### src/hdl/assert_macros.svh
// assertion macros for the rtl files, included by cpg_gen_core
`ifndef ASSERT_MACROS_SVH
`define ASSERT_MACROS_SVH

`ifndef ASSERT_OFF

`define ASSERT_ALWAYS(lbl, clk, rst_n, prop) \
	lbl: assert property (@(posedge clk) disable iff (!rst_n) (prop)) \
		else $error("assertion failed");

`define ASSERT_NEXT(lbl, clk, rst_n, ante, cons) \
	lbl: assert property (@(posedge clk) disable iff (!rst_n) (ante) |=> (cons)) \
		else $error("assertion failed");

`else

`define ASSERT_ALWAYS(lbl, clk, rst_n, prop)

`define ASSERT_NEXT(lbl, clk, rst_n, ante, cons)

`endif

`endif

### src/hdl/cpg_pkg.sv
// types and constants of the crank and cam pattern generator
`default_nettype none

package cpg_pkg;

	localparam int unsigned ADDR_W = 5;

	typedef enum logic [2:0] {
		REG_TEETH_TOTAL      = 3'd0,
		REG_TEETH_MISSING    = 3'd1,
		REG_HALF_TOOTH_LEN   = 3'd2,
		REG_GAP_POLARITY     = 3'd3,
		REG_CAM_POLARITY     = 3'd4,
		REG_CAM_WINDOWS_USED = 3'd5
	} cpg_reg_t;

	localparam logic [7:0]  TEETH_TOTAL_RST      = 8'd60;
	localparam logic [3:0]  TEETH_MISSING_RST    = 4'd2;
	localparam logic [11:0] HALF_TOOTH_LEN_RST   = 12'd6;
	localparam logic        GAP_POLARITY_RST     = 1'b1;
	localparam logic        CAM_POLARITY_RST     = 1'b0;
	localparam logic [4:0]  CAM_WINDOWS_USED_RST = 5'd10;

	typedef struct packed {
		logic [7:0]  teeth_total;
		logic [3:0]  teeth_missing;
		logic [11:0] half_tooth_len;
		logic        gap_polarity;
		logic        cam_polarity;
		logic [4:0]  cam_windows_used;
	} cpg_cfg_t;

	typedef struct packed {
		logic [11:0] wstart;
		logic [11:0] wend;
	} cpg_window_t;

endpackage

`default_nettype wire

### src/hdl/crank_cam_pattern_generator_unit.sv
// a position request passes the sequencer stage and then the output register before its result appears
// throughput: one request per cycle while the result side does not stall, loads and positions alike, set by the
// single sequencer stage that reads the window table and updates the counters
// backpressure on the result side stalls the input once the output register and stage are full
// reset: asynchronous, clears the counters, valid flags and config registers to their defaults; the window table
// holds no defined contents until loaded
`default_nettype none

module crank_cam_pattern_generator_unit #(
	parameter int unsigned POSITIONS   = 1440,
	parameter int unsigned CAM_WINDOWS = 16
) (
	input  wire logic                       clk,
	input  wire logic                       arst_n,
	// apb configuration
	input  wire logic                       psel,
	input  wire logic                       penable,
	input  wire logic                       pwrite,
	input  wire logic [cpg_pkg::ADDR_W-1:0] paddr,
	input  wire logic [31:0]                pwdata,
	output logic      [31:0]                prdata,
	output logic                            pready,
	// input stream
	input  wire logic                       s_tvalid,
	output logic                            s_tready,
	input  wire logic [31:0]                s_tdata,  // window_index[3:0], window_start[15:4], window_end[27:16], zeros
	input  wire logic                       s_tuser,  // mode
	// output stream
	output logic                            m_tvalid,
	input  wire logic                       m_tready,
	output logic      [15:0]                m_tdata,  // angle_position[11:0], crank_level[12], cam_level[13], zeros
	output logic                            m_tlast   // cycle_end
);
	import cpg_pkg::*;

	cpg_cfg_t    cfg;
	logic [11:0] out_position;
	logic        out_crank;
	logic        out_cam;

	cpg_cfg_regs u_cfg_regs (
		.clk     (clk),
		.arst_n  (arst_n),
		.psel    (psel),
		.penable (penable),
		.pwrite  (pwrite),
		.paddr   (paddr),
		.pwdata  (pwdata),
		.prdata  (prdata),
		.pready  (pready),
		.cfg     (cfg)
	);

	cpg_gen_core #(
		.POSITIONS   (POSITIONS),
		.CAM_WINDOWS (CAM_WINDOWS)
	) u_gen_core (
		.clk          (clk),
		.arst_n       (arst_n),
		.cfg          (cfg),
		.in_valid     (s_tvalid),
		.in_ready     (s_tready),
		.in_mode      (s_tuser),
		.in_index     (s_tdata[3:0]),
		.in_wstart    (s_tdata[15:4]),
		.in_wend      (s_tdata[27:16]),
		.out_valid    (m_tvalid),
		.out_ready    (m_tready),
		.out_position (out_position),
		.out_crank    (out_crank),
		.out_cam      (out_cam),
		.out_last     (m_tlast)
	);

	assign m_tdata = {2'b00, out_cam, out_crank, out_position};

endmodule

`default_nettype wire

### src/hdl/cpg_cfg_regs.sv
// apb register file of the pattern generator
`default_nettype none

module cpg_cfg_regs (
	input  wire logic                       clk,
	input  wire logic                       arst_n,
	input  wire logic                       psel,
	input  wire logic                       penable,
	input  wire logic                       pwrite,
	input  wire logic [cpg_pkg::ADDR_W-1:0] paddr,
	input  wire logic [31:0]                pwdata,
	output logic      [31:0]                prdata,
	output logic                            pready,
	output cpg_pkg::cpg_cfg_t               cfg
);
	import cpg_pkg::*;

	cpg_cfg_t cfg_q;
	cpg_reg_t reg_sel;
	logic     wr_en;

	assign pready  = 1'b1;
	assign reg_sel = cpg_reg_t'(paddr[ADDR_W-1:2]);
	assign wr_en   = psel && penable && pwrite && pready;
	assign cfg     = cfg_q;

	always_ff @(posedge clk or negedge arst_n) begin
		if (!arst_n) begin
			cfg_q.teeth_total      <= TEETH_TOTAL_RST;
			cfg_q.teeth_missing    <= TEETH_MISSING_RST;
			cfg_q.half_tooth_len   <= HALF_TOOTH_LEN_RST;
			cfg_q.gap_polarity     <= GAP_POLARITY_RST;
			cfg_q.cam_polarity     <= CAM_POLARITY_RST;
			cfg_q.cam_windows_used <= CAM_WINDOWS_USED_RST;
		end else if (wr_en) begin
			case (reg_sel)
				REG_TEETH_TOTAL:      cfg_q.teeth_total      <= pwdata[7:0];
				REG_TEETH_MISSING:    cfg_q.teeth_missing    <= pwdata[3:0];
				REG_HALF_TOOTH_LEN:   cfg_q.half_tooth_len   <= pwdata[11:0];
				REG_GAP_POLARITY:     cfg_q.gap_polarity     <= pwdata[0];
				REG_CAM_POLARITY:     cfg_q.cam_polarity     <= pwdata[0];
				REG_CAM_WINDOWS_USED: cfg_q.cam_windows_used <= pwdata[4:0];
				default: ;
			endcase
		end
	end

	always_comb begin
		prdata = '0;
		case (reg_sel)
			REG_TEETH_TOTAL:      prdata = {24'd0, cfg_q.teeth_total};
			REG_TEETH_MISSING:    prdata = {28'd0, cfg_q.teeth_missing};
			REG_HALF_TOOTH_LEN:   prdata = {20'd0, cfg_q.half_tooth_len};
			REG_GAP_POLARITY:     prdata = {31'd0, cfg_q.gap_polarity};
			REG_CAM_POLARITY:     prdata = {31'd0, cfg_q.cam_polarity};
			REG_CAM_WINDOWS_USED: prdata = {27'd0, cfg_q.cam_windows_used};
			default:              prdata = '0;
		endcase
	end

endmodule

`default_nettype wire

### src/hdl/cpg_win_mem.sv
// cam window table: one write port, two registered read ports
`default_nettype none

module cpg_win_mem #(
	parameter int unsigned DEPTH = 16,
	parameter int unsigned AW    = 4
) (
	input  wire logic                 clk,
	input  wire logic                 wr_en,
	input  wire logic [AW-1:0]        wr_addr,
	input  wire cpg_pkg::cpg_window_t wr_data,
	input  wire logic                 rd_en,
	input  wire logic [AW-1:0]        rd_addr0,
	input  wire logic [AW-1:0]        rd_addr1,
	output cpg_pkg::cpg_window_t      rd_data0,
	output cpg_pkg::cpg_window_t      rd_data1
);
	import cpg_pkg::*;

	cpg_window_t mem_q [DEPTH];
	cpg_window_t rd0_q;
	cpg_window_t rd1_q;

	always_ff @(posedge clk) begin
		if (wr_en) begin
			mem_q[wr_addr] <= wr_data;
		end
	end

	always_ff @(posedge clk) begin
		if (rd_en) begin
			rd0_q <= mem_q[rd_addr0];
			rd1_q <= mem_q[rd_addr1];
		end
	end

	assign rd_data0 = rd0_q;
	assign rd_data1 = rd1_q;

endmodule

`default_nettype wire

### src/hdl/cpg_gen_core.sv
// crank and cam sequencer around the window table
`default_nettype none

`include "assert_macros.svh"

module cpg_gen_core #(
	parameter int unsigned POSITIONS   = 1440,
	parameter int unsigned CAM_WINDOWS = 16
) (
	input  wire logic              clk,
	input  wire logic              arst_n,
	input  wire cpg_pkg::cpg_cfg_t cfg,
	input  wire logic              in_valid,
	output logic                   in_ready,
	input  wire logic              in_mode,
	input  wire logic [3:0]        in_index,
	input  wire logic [11:0]       in_wstart,
	input  wire logic [11:0]       in_wend,
	output logic                   out_valid,
	input  wire logic              out_ready,
	output logic [11:0]            out_position,
	output logic                   out_crank,
	output logic                   out_cam,
	output logic                   out_last
);
	import cpg_pkg::*;

	localparam int unsigned AW = (CAM_WINDOWS > 1) ? $clog2(CAM_WINDOWS) : 1;
	localparam int unsigned IW = $clog2(CAM_WINDOWS + 1);
	localparam logic [11:0]   LAST_POS = 12'(POSITIONS - 1);
	localparam logic [IW-1:0] WIN_MAX  = IW'(CAM_WINDOWS);

	// sequencer state
	logic [11:0]   position_q;
	logic [11:0]   half_phase_q;
	logic          half_parity_q;
	logic [7:0]    tooth_count_q;
	logic          crank_state_q;
	logic [IW-1:0] cam_index_q;

	logic        s1_valid_s1;
	logic        out_valid_q;
	logic [11:0] out_pos_q;
	logic        out_crank_q;
	logic        out_cam_q;
	logic        out_last_q;

	logic        accept;
	logic        s1_go;
	logic        s1_fire;
	logic        wr_en;
	cpg_window_t wr_data;
	cpg_window_t rd0;
	cpg_window_t rd1;
	cpg_window_t win;

	logic [IW-1:0] used;
	logic          step;
	logic [IW-1:0] idx_adv;
	logic [IW-1:0] idx_rd;
	logic [IW-1:0] idx_rd1;
	logic          in_window;
	logic          cam;

	logic        boundary;
	logic [8:0]  tooth_sum;
	logic        toggle;
	logic        crank_new;
	logic [7:0]  tooth_inc;
	logic [7:0]  tooth_next;
	logic [11:0] len;
	logic [11:0] phase_inc;
	logic        phase_wrap;
	logic        last;

	assign s1_go    = !out_valid_q || out_ready;
	assign s1_fire  = s1_valid_s1 && s1_go;
	assign in_ready = !s1_valid_s1 || s1_go;
	assign accept   = in_valid && in_ready;

	// loads go straight into the table at the request edge
	assign wr_en   = accept && in_mode && ({1'b0, in_index} < 5'(CAM_WINDOWS));
	assign wr_data = '{wstart: in_wstart, wend: in_wend};

	// cam scan over the current and the following window
	assign used      = (cfg.cam_windows_used > 5'(CAM_WINDOWS)) ? WIN_MAX
	                   : cfg.cam_windows_used[IW-1:0];
	assign step      = (cam_index_q < used) && (position_q >= rd0.wend);
	assign idx_adv   = cam_index_q + IW'(step);
	assign win       = step ? rd1 : rd0;
	assign in_window = (idx_adv < used) && (position_q >= win.wstart)
	                   && (position_q < win.wend);
	assign cam       = in_window ? cfg.cam_polarity : !cfg.cam_polarity;

	// crank wheel
	assign boundary   = (half_phase_q == 12'd0);
	assign tooth_sum  = {1'b0, tooth_count_q} + {5'd0, cfg.teeth_missing};
	assign toggle     = boundary && (position_q != 12'd0) && (tooth_sum < {1'b0, cfg.teeth_total});
	assign crank_new  = crank_state_q ^ toggle;
	assign tooth_inc  = tooth_count_q + 8'd1;
	assign tooth_next = (boundary && !half_parity_q)
	                    ? ((tooth_inc >= cfg.teeth_total) ? 8'd0 : tooth_inc)
	                    : tooth_count_q;
	assign len        = (cfg.half_tooth_len == 12'd0) ? 12'd1 : cfg.half_tooth_len;
	assign phase_inc  = half_phase_q + 12'd1;
	assign phase_wrap = (phase_inc >= len);
	assign last       = (position_q >= LAST_POS);

	// prefetch the windows that the next position will look at
	always_comb begin
		if (s1_valid_s1) begin
			idx_rd = last ? '0 : idx_adv;
		end else begin
			idx_rd = cam_index_q;
		end
		idx_rd1 = idx_rd + IW'(1);
	end

	cpg_win_mem #(
		.DEPTH (CAM_WINDOWS),
		.AW    (AW)
	) u_win_mem (
		.clk      (clk),
		.wr_en    (wr_en),
		.wr_addr  (in_index[AW-1:0]),
		.wr_data  (wr_data),
		.rd_en    (accept && !in_mode),
		.rd_addr0 (idx_rd[AW-1:0]),
		.rd_addr1 (idx_rd1[AW-1:0]),
		.rd_data0 (rd0),
		.rd_data1 (rd1)
	);

	always_ff @(posedge clk or negedge arst_n) begin
		if (!arst_n) begin
			s1_valid_s1 <= 1'b0;
		end else if (in_ready) begin
			s1_valid_s1 <= accept && !in_mode;
		end
	end

	always_ff @(posedge clk or negedge arst_n) begin
		if (!arst_n) begin
			position_q    <= '0;
			half_phase_q  <= '0;
			half_parity_q <= 1'b0;
			tooth_count_q <= '0;
			crank_state_q <= !GAP_POLARITY_RST;
			cam_index_q   <= '0;
		end else if (s1_fire) begin
			if (last) begin
				position_q    <= '0;
				half_phase_q  <= '0;
				half_parity_q <= 1'b0;
				tooth_count_q <= '0;
				crank_state_q <= !cfg.gap_polarity;
				cam_index_q   <= '0;
			end else begin
				position_q    <= position_q + 12'd1;
				half_phase_q  <= phase_wrap ? 12'd0 : phase_inc;
				half_parity_q <= half_parity_q ^ phase_wrap;
				tooth_count_q <= tooth_next;
				crank_state_q <= crank_new;
				cam_index_q   <= idx_adv;
			end
		end
	end

	always_ff @(posedge clk or negedge arst_n) begin
		if (!arst_n) begin
			out_valid_q <= 1'b0;
		end else if (s1_fire) begin
			out_valid_q <= 1'b1;
		end else if (out_ready) begin
			out_valid_q <= 1'b0;
		end
	end

	always_ff @(posedge clk) begin
		if (s1_fire) begin
			out_pos_q   <= position_q;
			out_crank_q <= crank_new;
			out_cam_q   <= cam;
			out_last_q  <= last;
		end
	end

	assign out_valid    = out_valid_q;
	assign out_position = out_pos_q;
	assign out_crank    = out_crank_q;
	assign out_cam      = out_cam_q;
	assign out_last     = out_last_q;

	`ASSERT_ALWAYS(a_cam_index_range, clk, arst_n, cam_index_q <= WIN_MAX)
	`ASSERT_ALWAYS(a_position_range, clk, arst_n, position_q <= LAST_POS)
	`ASSERT_NEXT(a_cycle_restart, clk, arst_n, s1_fire && last, position_q == 12'd0 && cam_index_q == '0)
	`ASSERT_NEXT(a_crank_steady, clk, arst_n, s1_fire && !last && !boundary, crank_state_q == $past(crank_state_q))

endmodule

`default_nettype wire
### config.mk
export PLATFORM = sky130hd
export DESIGN_NAME = crank_cam_pattern_generator_unit
export DESIGN_NICKNAME = d
export VERILOG_FILES = /design/src/hdl/cpg_pkg.sv /design/src/hdl/crank_cam_pattern_generator_unit.sv /design/src/hdl/cpg_cfg_regs.sv /design/src/hdl/cpg_win_mem.sv /design/src/hdl/cpg_gen_core.sv
export VERILOG_INCLUDE_DIRS = /design/src /design/src/hdl
export SDC_FILE = /design/constraint.sdc
export NUM_CORES = 1
export LEC_CHECK = 0
export ABC_AREA = 0
export BUFFER_PORTS_ARGS = -buffer_cell sky130_fd_sc_hd__buf_2
export CAP_MARGIN = 20
export CORE_ASPECT_RATIO = 0.8
export CORE_MARGIN = 5
export CORE_UTILIZATION = 56
export CTS_CLUSTER_SIZE = 16
export DETAILED_ROUTE_END_ITERATION = 8
export GPL_ROUTABILITY_DRIVEN = 0
export PLACE_DENSITY = 0.88
export SETUP_SLACK_MARGIN = 0.3
export SLEW_MARGIN = 10
export SYNTH_ARGS = -nofsm -noshare
export SYNTH_HDL_FRONTEND = slang
export SYNTH_SLANG_ARGS = --single-unit
### constraint.sdc
create_clock -name clk -period 5.2 [get_ports clk]
set_clock_uncertainty 0.05 [all_clocks]
set_input_delay 0.52 -clock clk [delete_from_list [all_inputs] [get_ports clk]]
set_output_delay 0.52 -clock clk [all_outputs]
set_load 0.05 [all_outputs]
Word-level counts from Yosys, hierarchy flattened
Memories as Yosys holds them, arrays and structs flattened. A register that Yosys moved wholly into a read port is not among the register bits.
Index checks and enable logic that the tools add are counted.
Widths: inputs -> output; s select.
{"block": "word_totals", "ram_bits": 384, "regBits": 87, "n_memories": 1, "inputBits": 77, "output_inout_bits": 52, "elab_cells": 94}
{"block": "op_classes", "n_reduce_logical": 33, "bitwise_logic": 2, "muxes": 19, "n_lt_le_gt_ge": 10, "addsub": 6, "eq_ne": 5}
{"name": "u_gen_core.u_win_mem.mem_q", "words": 16, "word_bits": 24, "rd": 2, "rd_ports_with_merged_regs": 2, "write_ports": 1, "line_no": "cpg_win_mem.sv:20", "source": "cpg_window_t mem_q [DEPTH];"}
{"op": "$pmux 12 s6", "count": 1}
{"op": "$mux 12", "count": 4}
{"op": "$ge 12x12->1", "count": 3}
{"op": "$add 12x1->12 const B", "count": 2}
{"op": "$logic_not 12->1", "count": 2}
{"op": "$mux 24", "count": 1}
{"op": "$mux 8", "count": 3}
{"op": "$reduce_and 2->1", "count": 7}
{"op": "$ge 12x11->1 const B", "count": 1}
{"op": "$logic_and 1x1->1", "count": 12}
{"op": "$lt 12x12->1", "count": 1}
{"op": "$reduce_bool 12->1", "count": 1}
{"op": "$lt 5x5->1", "count": 2}
{"op": "$mux 5", "count": 2}
{"op": "$add 8x4->9", "count": 1}
{"op": "$lt 9x8->1", "count": 1}
{"op": "$add 8x1->8 const B", "count": 1}
{"op": "$ge 8x8->1", "count": 1}
{"op": "$mux 1", "count": 7}
{"op": "$eq 3x2->1 const B", "count": 2}
{"op": "$eq 3x3->1 const B", "count": 2}
{"op": "$logic_not 1->1", "count": 6}
{"op": "$add 5x1->5", "count": 1}
{"op": "$gt 5x5->1 const B", "count": 1}
{"op": "7 further kinds", "count": 10}

Logic depth before layout (Yosys ltp)
Gate-level depths: netlist (run 1).
{"block": "depth", "ltp_word": 9, "mapped_depth": 24, "mapped_depth_nobuf": 19}

Modules after synthesis
From an unflattened synthesis (run 1), not the netlist that was laid out.
{"block": "unflattened", "cells_unflattened": 1546, "area_unflattened_um2": 25340.6}
{"module": "cpg_win_mem", "instances": 1, "cells_each": 865, "seq_area_each_um2": 12972.4, "area_per_inst_um2": 18701.7}
{"module": "cpg_gen_core", "instances": 1, "cells_each": 537, "seq_area_each_um2": 1476.4, "area_per_inst_um2": 4904.7}
{"module": "cpg_cfg_regs", "instances": 1, "cells_each": 139, "seq_area_each_um2": 788.3, "area_per_inst_um2": 1700.4}
{"module": "crank_cam_pattern_generator_unit", "instances": 1, "cells_each": 5, "seq_area_each_um2": 0.0, "area_per_inst_um2": 33.8}

Worst setup path after synthesis (run 1)
OpenSTA, ideal clock, no wires.
{"block": "synth_timing", "path_kind": "reg2reg", "startpoint": "reg u_gen_core.position_q[0]", "endpoint": "reg u_gen_core.u_win_mem.rd_data1[0] (netlist name)", "synth_period_minus_slack_ps": 5722, "setup_ps": 272, "t_required_ps": 4878, "setup_slack_ps": -522, "path_buffers": 9, "stages_incl_launch_ff": 25, "t_arrival_ps": 5400, "cell_sequence": "dfrtp_1 inv_1 ha_1 nand2b_1 a2111oi_0 o31ai_1 a221oi_1 or3_1 clkbuf_1 inv_1 clkbuf_1 ha_1 o211ai_2 and2_1 buf_2 inv_2 buf_6 buf_2 buf_2 ha_1 clkbuf_1 clkbuf_1 clkbuf_1 mux4_2 mux4_2"}
{"block": "synth_between", "elab_chain_cells": 6, "elab_cells_between_ends": 7, "classes_between": "add/sub (2); order compare (2); mux (2); reduce/logical (1)"}
{"element": "start, declared", "line_no": "cpg_gen_core.sv:34", "source": "logic [11:0] position_q;"}
{"element": "start signal, assigned", "line_no": "cpg_gen_core.sv:159", "source": "position_q <= position_q + 12'd1;"}
{"element": "$ge 12x12->1", "line_no": "cpg_gen_core.sv:88", "source": "assign step = (cam_index_q < used) && (position_q >= rd0.wend);"}
{"element": "$logic_and 1x1->1", "line_no": "cpg_gen_core.sv:88"}
{"element": "$add 5x1->5", "line_no": "cpg_gen_core.sv:89", "source": "assign idx_adv = cam_index_q + IW'(step);"}
{"element": "$mux 5 *", "line_no": "cpg_gen_core.sv:112", "source": "idx_rd = last ? '0 : idx_adv;"}
{"element": "$mux 4 *", "line_no": "cpg_gen_core.sv:111", "source": "if (s1_valid_s1) begin"}
{"element": "$add 4x1->4 *", "line_no": "cpg_gen_core.sv:116", "source": "idx_rd1 = idx_rd + IW'(1);"}
Every way passes the cells marked *; elsewhere a longest branch is shown, timed or not.
A chain may end at the register's enable or synchronous reset.

Worst setup path after layout (run 1)
{"block": "layout_timing", "startpoint": "reg u_gen_core.position_q[0]", "endpoint": "reg u_gen_core.u_win_mem.rd_data1[22] (netlist name)"}
{"block": "layout_between", "elab_chain_cells": 6, "elab_cells_between_ends": 7, "classes_between": "add/sub (2); order compare (2); mux (2); reduce/logical (1)"}
{"element": "$ge 12x12->1", "line_no": "cpg_gen_core.sv:88"}
{"element": "$logic_and 1x1->1", "line_no": "cpg_gen_core.sv:88"}
{"element": "$add 5x1->5", "line_no": "cpg_gen_core.sv:89"}
{"element": "$mux 5 *", "line_no": "cpg_gen_core.sv:112"}
{"element": "$mux 4 *", "line_no": "cpg_gen_core.sv:111"}
{"element": "$add 4x1->4 *", "line_no": "cpg_gen_core.sv:116"}
Marks and branches as above.

==> impl_metrics.json, run 1 <==
{
  "ys_types": 70,
  "overflow": 0,
  "synth_seq_cells": 519,
  "cts_inserted_buffers": 49,
  "worst_setup_path_start_kind": "register",
  "initial_core_util": 0.566,
  "finalSetupViolCount": 0,
  "ff2ff_setup_slack_ns": 0.36,
  "fin_nets": 2084,
  "worstRegToRegCells": 16,
  "switching_share": 0.256,
  "combPwrFrac": 0.124,
  "crit_slowest_cell": "mux4_2",
  "routed-via-count": 17600,
  "end_kind": "register",
  "clk_pin_slew_ns": 0.06,
  "ys_seq_area_frac": 0.589,
  "synth_area_leaders": "edfxtp_1 (52%), mux4_2 (10%), dfrtp_1 (6.0%)",
  "async_flop_share": 0.139,
  "instances_no_fill": 2578,
  "core_sq_mm": 0.0457,
  "r2r-end": "u_gen_core.u_win_mem.rd_data1[22]",
  "clock-sinks": 519,
  "drv_slew": 0,
  "synthCells": 1846,
  "whs_ns": 0.0887,
  "grt_pass1_vias": 17700,
  "power_leakage_nw": 11.1,
  "critPathLaunch": "u_gen_core.position_q[0]",
  "path_buf_inv": 4,
  "finalCritPeriodShare": 0.931,
  "worstPathArrival_ns": 5.12,
  "cts_tree": "built",
  "fin_area_sq_mm": 0.0289,
  "hp-class": "input port to async pin",
  "fmax_mhz": 206,
  "cp_cell_sequence": "inv_2 > ha_1 > nand2b_1 > a2111oi_2 > o31ai_1 > a221oi_2 > or3_4 > inv_2 > ha_4 > ha_1 > a31oi_4 > clkinv_1 > ha_4 > bufbuf_16 > mux4_2 > mux4_2",
  "core.rowCount": 70,
  "dp_cells": 2476,
  "seq_power_share": 0.500,
  "wire_per_inst_microns": 26.7,
  "setup_tns_ns": 0,
  "period_minus_slack_ns": 4.84,
  "ir_drop_uv": 349,
  "hold_violations": 0,
  "die_h_microns": 202,
  "dr.pass1.iters": 6,
  "grt_usage": 0.264,
  "avgSynthCellArea_sq_um": 14.0,
  "pre_cts_slack_ns": 0.0987,
  "power.density_mw_per_mm2": 335,
  "max-cap-violations": 0,
  "netlist_area_sq_mm": 0.0259,
  "vias_per_cell": 6.83,
  "yosysWarnings": 0,
  "seqCellArea_sq_mm": 0.0152,
  "pwr-share-clk": 0.375,
  "tightest_slew_ns": 1.20,
  "rsz0062_at_grt": "yes",
  "cts_root_buf": "clkbuf_16",
  "drt_iter0_markers": 2717,
  "cp.depth": 16,
  "critPathKind": "register to register",
  "synth_edf_count": 447,
  "num_io_pins": 129,
  "grt_start_max_net_pins": 88,
  "worstSkewPairLatency_ns": 0.62,
  "power.internal_w": 0.00720,
  "drc": 0,
  "endpoint": "u_gen_core.u_win_mem.rd_data1[22]",
  "place_area_sq_mm": 0.0271,
  "die_w_microns": 250,
  "crit_family": "adder cells",
  "layout_setup_ws_ns": 0.357,
  "htreeDepth": 2,
  "finalWirelength_microns": 68800,
  "hpwl_microns": 39500,
  "synth_top_area_frac": 0.519,
  "fill_cells": 3140,
  "drive_gt1_frac": 0.209,
  "slew_headroom": 0.201,
  "antenna_found_initial": 8,
  "max_stage_delay_ns": 0.47,
  "multi_input_area_sq_mm": 0.0101,
  "die_area_sq_mm": 0.0506,
  "required_ns": 5.48,
  "outcome": "complete, no violations",
  "grt_pass1_wl_microns": 103000,
  "cts_buffer_depth": 3,
  "synth_top_cell_by_area": "edfxtp_1",
  "numPortBuffers": 79,
  "synthToLayoutAreaGrowth_pct": 11.8,
  "switchingPower_w": 0.00248,
  "crit_path_max_fanout": 37,
  "ant_nets": 0,
  "timing.rr.start": "u_gen_core.position_q[0]",
  "synth_flop_cell": "edfxtp_1"
}
## layout by cell type (no fill, tap or decap), types with 8 or more instances in the layout
| master | Yosys | layout |
|---|---|---|
| or3_1 | 27 | 26 |
| inv_1 | 42 | 38 |
| nand2b_1 | 14 | 14 |
| a221o_1 | 49 | 49 |
| mux2_2 | 13 | 13 |
| nand3_1 | 19 | 19 |
| o21ai_0 | 62 | 62 |
| buf_4 | 38 | 47 |
| a21oi_1 | 54 | 54 |
| a32o_1 | 11 | 11 |
| dfstp_2 | 10 | 10 |
| clkinv_1 | 0 | 8 |
| nor2_1 | 59 | 45 |
| xnor2_1 | 13 | 13 |
| dfrtp_1 | 62 | 61 |
| clkbuf_16 | 0 | 49 |
| a21o_1 | 15 | 15 |
| edfxtp_1 | 447 | 447 |
| ha_1 | 82 | 80 |
| clkbuf_1 | 54 | 11 |
| mux4_2 | 120 | 120 |
| nor2_2 | 0 | 8 |
| conb_1 | 2 | 23 |
| a311oi_1 | 48 | 48 |
| and3_1 | 59 | 59 |
| buf_12 | 0 | 10 |
| buf_2 | 37 | 79 |
| mux2i_1 | 113 | 108 |
| nand2_1 | 268 | 268 |
| nor3_1 | 13 | 9 |
| xor2_1 | 13 | 13 |
## per-stage QoR
step | utilization | power [W]
CTS | 0.630 | 0.00968
finish | 0.633 | 0.00968
global placement | 0.593 | 0.00602
global route | 0.633 | 0.0100
floorplan | - | 0.00573
detailed placement | 0.593 | 0.00609
## how the worst min path moves through the flow
stage                           startpoint                           to  slack (ns)  cells past startpoint
2_1_floorplan                       arst_n            u_cfg_regs.cfg[0]        0.17                      0
6_report                            arst_n     u_gen_core.position_q[2]        0.09                      2
5_1_grt                         pwdata[11]           u_cfg_regs.cfg[18]        0.10                      3
3_3_place_gp     u_gen_core.cam_index_q[4]    u_gen_core.cam_index_q[4]        0.47                      2
4_1_cts                         pwdata[11]           u_cfg_regs.cfg[18]        0.06                      3
3_5_place_dp   u_gen_core.half_phase_q[11]  u_gen_core.half_phase_q[11]        0.49                      1
## cell type report
class,instances,area share
tap,612,0.0265
clock inverter,31,0.0122
timing repair buffer,139,0.0358
inverter,44,0.00597
multi-input combinational,1171,0.349
sequential,519,0.527
clock buffer,60,0.0438
antenna,2,0.000173
## repair_timing
item / CTS / global route
hold buffers: 0 / 0
setup endpoints to repair: 33 / 33
gates cloned: 1 / 0
gates resized for setup: 4 / 14
pin swaps: 1 / 1
buffers inserted: 3 / 1
## Yosys cell counts, drive strengths merged, types with 4 or more instances
cell	instances
o21ai	64
ha	82
a22o	5
dfstp	10
a22oi	6
mux2i	113
a311oi	48
nor3	13
and2	4
nand2	269
inv	44
nor2b	7
a21o	15
nand2b	14
dfrtp	62
nand3	19
nor4	6
a31oi	8
nor2	59
or3	27
a211oi	4
mux2	13
xnor2	15
edfxtp	447
a221o	49
a32o	11
xor2	13
a21oi	55
mux4	120
and3	59
buf	79
o211ai	4
nand4	6
clkbuf	54
## logic make-up (layout without fill, tap and decap cells)
family          after synthesis  in the layout  synth area share
compound gates              294            294            0.0842
xor+xnor                     28             28            0.0105
fa+ha+maj                    83             83            0.0404
buf+inv                     177            274            0.0341
flops                       519            519             0.589
mux                         246            246             0.154
other cells                   2             25          0.000290
simple gates                497            497            0.0880
## layer usage
| metal | GRT usage | vias to the layer above | share of wire |
|---|---|---|---|
| met5 | 0 | - | 0.0010 |
| met4 | 0.0951 | 10 | 0.040 |
| met3 | 0.0683 | 265 | 0.13 |
| met2 | 0.424 | 1309 | 0.47 |
| met1 | 0.352 | 8685 | 0.36 |
| li1 | - | 7333 | - |
## registers in the layout (all words and copies together) (netlist names)
signal,count
u_gen_core.out_position,12
u_gen_core.half_parity_q,1
u_gen_core.out_cam,1
u_gen_core.u_win_mem.rd_data1,24
u_gen_core.cam_index_q,5
u_gen_core.u_win_mem.rd_data0,24
u_cfg_regs.cfg,31
u_gen_core.half_phase_q,12
u_gen_core.u_win_mem.mem_q,384
u_gen_core.s1_valid_s1,1
u_gen_core.out_last,1
u_gen_core.crank_state_q,1
u_gen_core.position_q,12
u_gen_core.out_crank,1
u_gen_core.out_valid,1
u_gen_core.tooth_count_q,8
## power groups by stage
stage | combinational [W] | sequential [W] | clock (W)
6_report | 0.00120 | 0.00485 | 0.00363
2_1_floorplan | 0.000801 | 0.00493 | 0
3_5_place_dp | 0.00116 | 0.00492 | 0
3_3_place_gp | 0.00110 | 0.00491 | 0
5_1_grt | 0.00131 | 0.00486 | 0.00386
4_1_cts | 0.00119 | 0.00484 | 0.00365
No activity file was read; power rests on OpenSTA's default activity.
==> run 2: changes to the inputs <==
CORE_ASPECT_RATIO = 1.4   (was 0.8)
CORE_UTILIZATION = 41   (was 56)
PLACE_DENSITY = 0.7   (was 0.88)
==> run 2 against run 1 <==
Register-to-register slack hardly changed. Power rose by 4.0%. Largest power group unchanged. First-iteration DRC count down 40%. Via count decreased by 4.2%. Final area increased by 2.3%. Fmax increased by 0.24%. Die area increased by 35%. Non-clock buffer count increased by 8. Cell count grew 9.1%. Sequential power barely moved.
==> impl_metrics.json, run 2 (synthesis results as in run 1) <==
{
  "outcome": "complete, no violations",
  "end_kind": "register",
  "critPathKind": "register to register",
  "worstRegToRegCells": 16,
  "largest_reg_flops": 384,
  "finalSetupViolCount": 0,
  "dr_wl_met2_microns": 36000,
  "routed-via-count": 16900,
  "crit_slowest_cell": "mux4_2",
  "grt_pass1_vias": 17000,
  "die_area_sq_mm": 0.0683,
  "highest_layer": "met5",
  "path_buf_inv": 4,
  "cts_buffer_depth": 3,
  "dr.pass1.iters": 5,
  "tightest_slew_ns": 1.15,
  "die_w_microns": 222,
  "wire_per_inst_microns": 24.3,
  "drc": 0,
  "ff2ff_setup_slack_ns": 0.37,
  "worstSkewPairLatency_ns": 0.63,
  "numPortBuffers": 79,
  "period_minus_slack_ns": 4.83,
  "synthToLayoutAreaGrowth_pct": 14.4,
  "grt_start_max_net_pins": 105,
  "hold_buffers": 0,
  "drt_iter0_markers": 1627,
  "power_leakage_nw": 11.3,
  "grt_usage": 0.193,
  "finalWirelength_microns": 68500,
  "core.rowCount": 109,
  "die_h_microns": 307,
  "crit_path_max_fanout": 48,
  "cts_tree": "built",
  "setup_tns_ns": 0,
  "final_common_cell": "edfxtp_1",
  "met1_length_microns": 24400,
  "ir_drop_uv": 363,
  "hp-class": "input port to async pin",
  "fin_nets": 2094,
  "fmax_mhz": 207,
  "cp_cell_sequence": "ha_1 > nand2b_1 > a2111oi_2 > o31ai_1 > a221oi_1 > buf_4 > or3_1 > inv_2 > ha_4 > ha_1 > a31oi_4 > inv_2 > ha_4 > buf_16 > mux4_2 > mux4_2",
  "worstPathArrival_ns": 5.10,
  "final_cell_mix": "edfxtp_1 (447), nand2_1 (268), mux4_2 (120)",
  "required_ns": 5.47,
  "regMostFlops": "u_gen_core.u_win_mem.mem_q",
  "r2r-end": "u_gen_core.u_win_mem.rd_data1[9]",
  "cts_root_buf": "clkbuf_16",
  "vias_per_cell": 5.99,
  "wl_met3_microns": 4930,
  "clk_pin_slew_ns": 0.07,
  "power.density_mw_per_mm2": 340,
  "slew_headroom": 0.230,
  "clock-sinks": 519,
  "ant_nets": 0,
  "cts_inserted_buffers": 51,
  "hpwl_microns": 42500,
  "core_sq_mm": 0.0629,
  "drv_slew": 0,
  "place_area_sq_mm": 0.0276,
  "crit_family": "adder cells",
  "finalCritPeriodShare": 0.929,
  "initial_core_util": 0.412,
  "worst_setup_path_start_kind": "register",
  "timing.rr.start": "u_gen_core.u_win_mem.rd_data0[0]",
  "htreeDepth": 2,
  "max-cap-violations": 0,
  "max_stage_delay_ns": 0.54,
  "hold_violations": 0,
  "antenna_found_initial": 5,
  "utilization": 0.471,
  "grt_pass1_wl_microns": 102000,
  "rsz0062_at_grt": "yes",
  "num_io_pins": 129,
  "drive_gt1_frac": 0.214,
  "fin_area_sq_mm": 0.0296,
  "overflow": 0
}
-- run 2: worst max-delay path by stage --
stage / from / to / slack, ns / cells past startpoint
floorplan: u_gen_core.position_q[0] / u_gen_core.u_win_mem.rd_data1[0] / 0.32 / 24
global placement: u_gen_core.u_win_mem.rd_data0[0] / u_gen_core.u_win_mem.rd_data1[9] / 0.43 / 16
detailed placement: u_gen_core.u_win_mem.rd_data0[0] / u_gen_core.out_cam / 0.38 / 18
CTS: u_gen_core.u_win_mem.rd_data0[0] / u_gen_core.out_cam / 0.39 / 18
global route: u_gen_core.u_win_mem.rd_data0[0] / u_gen_core.u_win_mem.rd_data1[9] / 0.27 / 16
finish: u_gen_core.u_win_mem.rd_data0[0] / u_gen_core.u_win_mem.rd_data1[9] / 0.37 / 16
-- run 2: timing repair --
item                                    in CTS  in global routing
setup buffers                                0                  3
endpoints found under the setup margin       0                 12
resized for setup                            0                 12
-- run 2: area by class of cell --
cell class | count | area (sq um)
Antenna cell | 4 | 10.0
Clock buffer | 57 | 1340
Clock inverter | 39 | 517
Fill cell | 5321 | 33300
Inverter | 44 | 173
Multi-Input combinational cell | 1171 | 10100
Sequential cell | 519 | 15200
Tap cell | 832 | 1040
Timing Repair Buffer | 147 | 1200
-- run 2: power breakdown --
group          internal [W]  switching [W]
Combinational      0.000471       0.000709
Clock               0.00238        0.00167
Sequential          0.00471       0.000126
Total               0.00756        0.00251
-- run 2: per-layer routing --
metal | track usage | vias to the layer above
met1 | 0.222 | 8523
met3 | 0.0318 | 190
li1 | - | 7367
met4 | 0.0869 | 2
met2 | 0.352 | 781
met5 | 0 | -
-- run 2: through the flow --
stage | hold slack [ns] | total power (W) | cells | setup WS [ns]
finish | 0.0239 | 0.0101 | 2813 | 0.369
global route | 0.0774 | 0.0105 | 2813 | 0.265
CTS | 0.0344 | 0.0101 | 2802 | 0.387
detailed placement | 0.484 | 0.00610 | 2706 | 0.379
global placement | 0.468 | 0.00605 | 2703 | 0.427
floorplan | 0.174 | 0.00573 | 1867 | 0.319
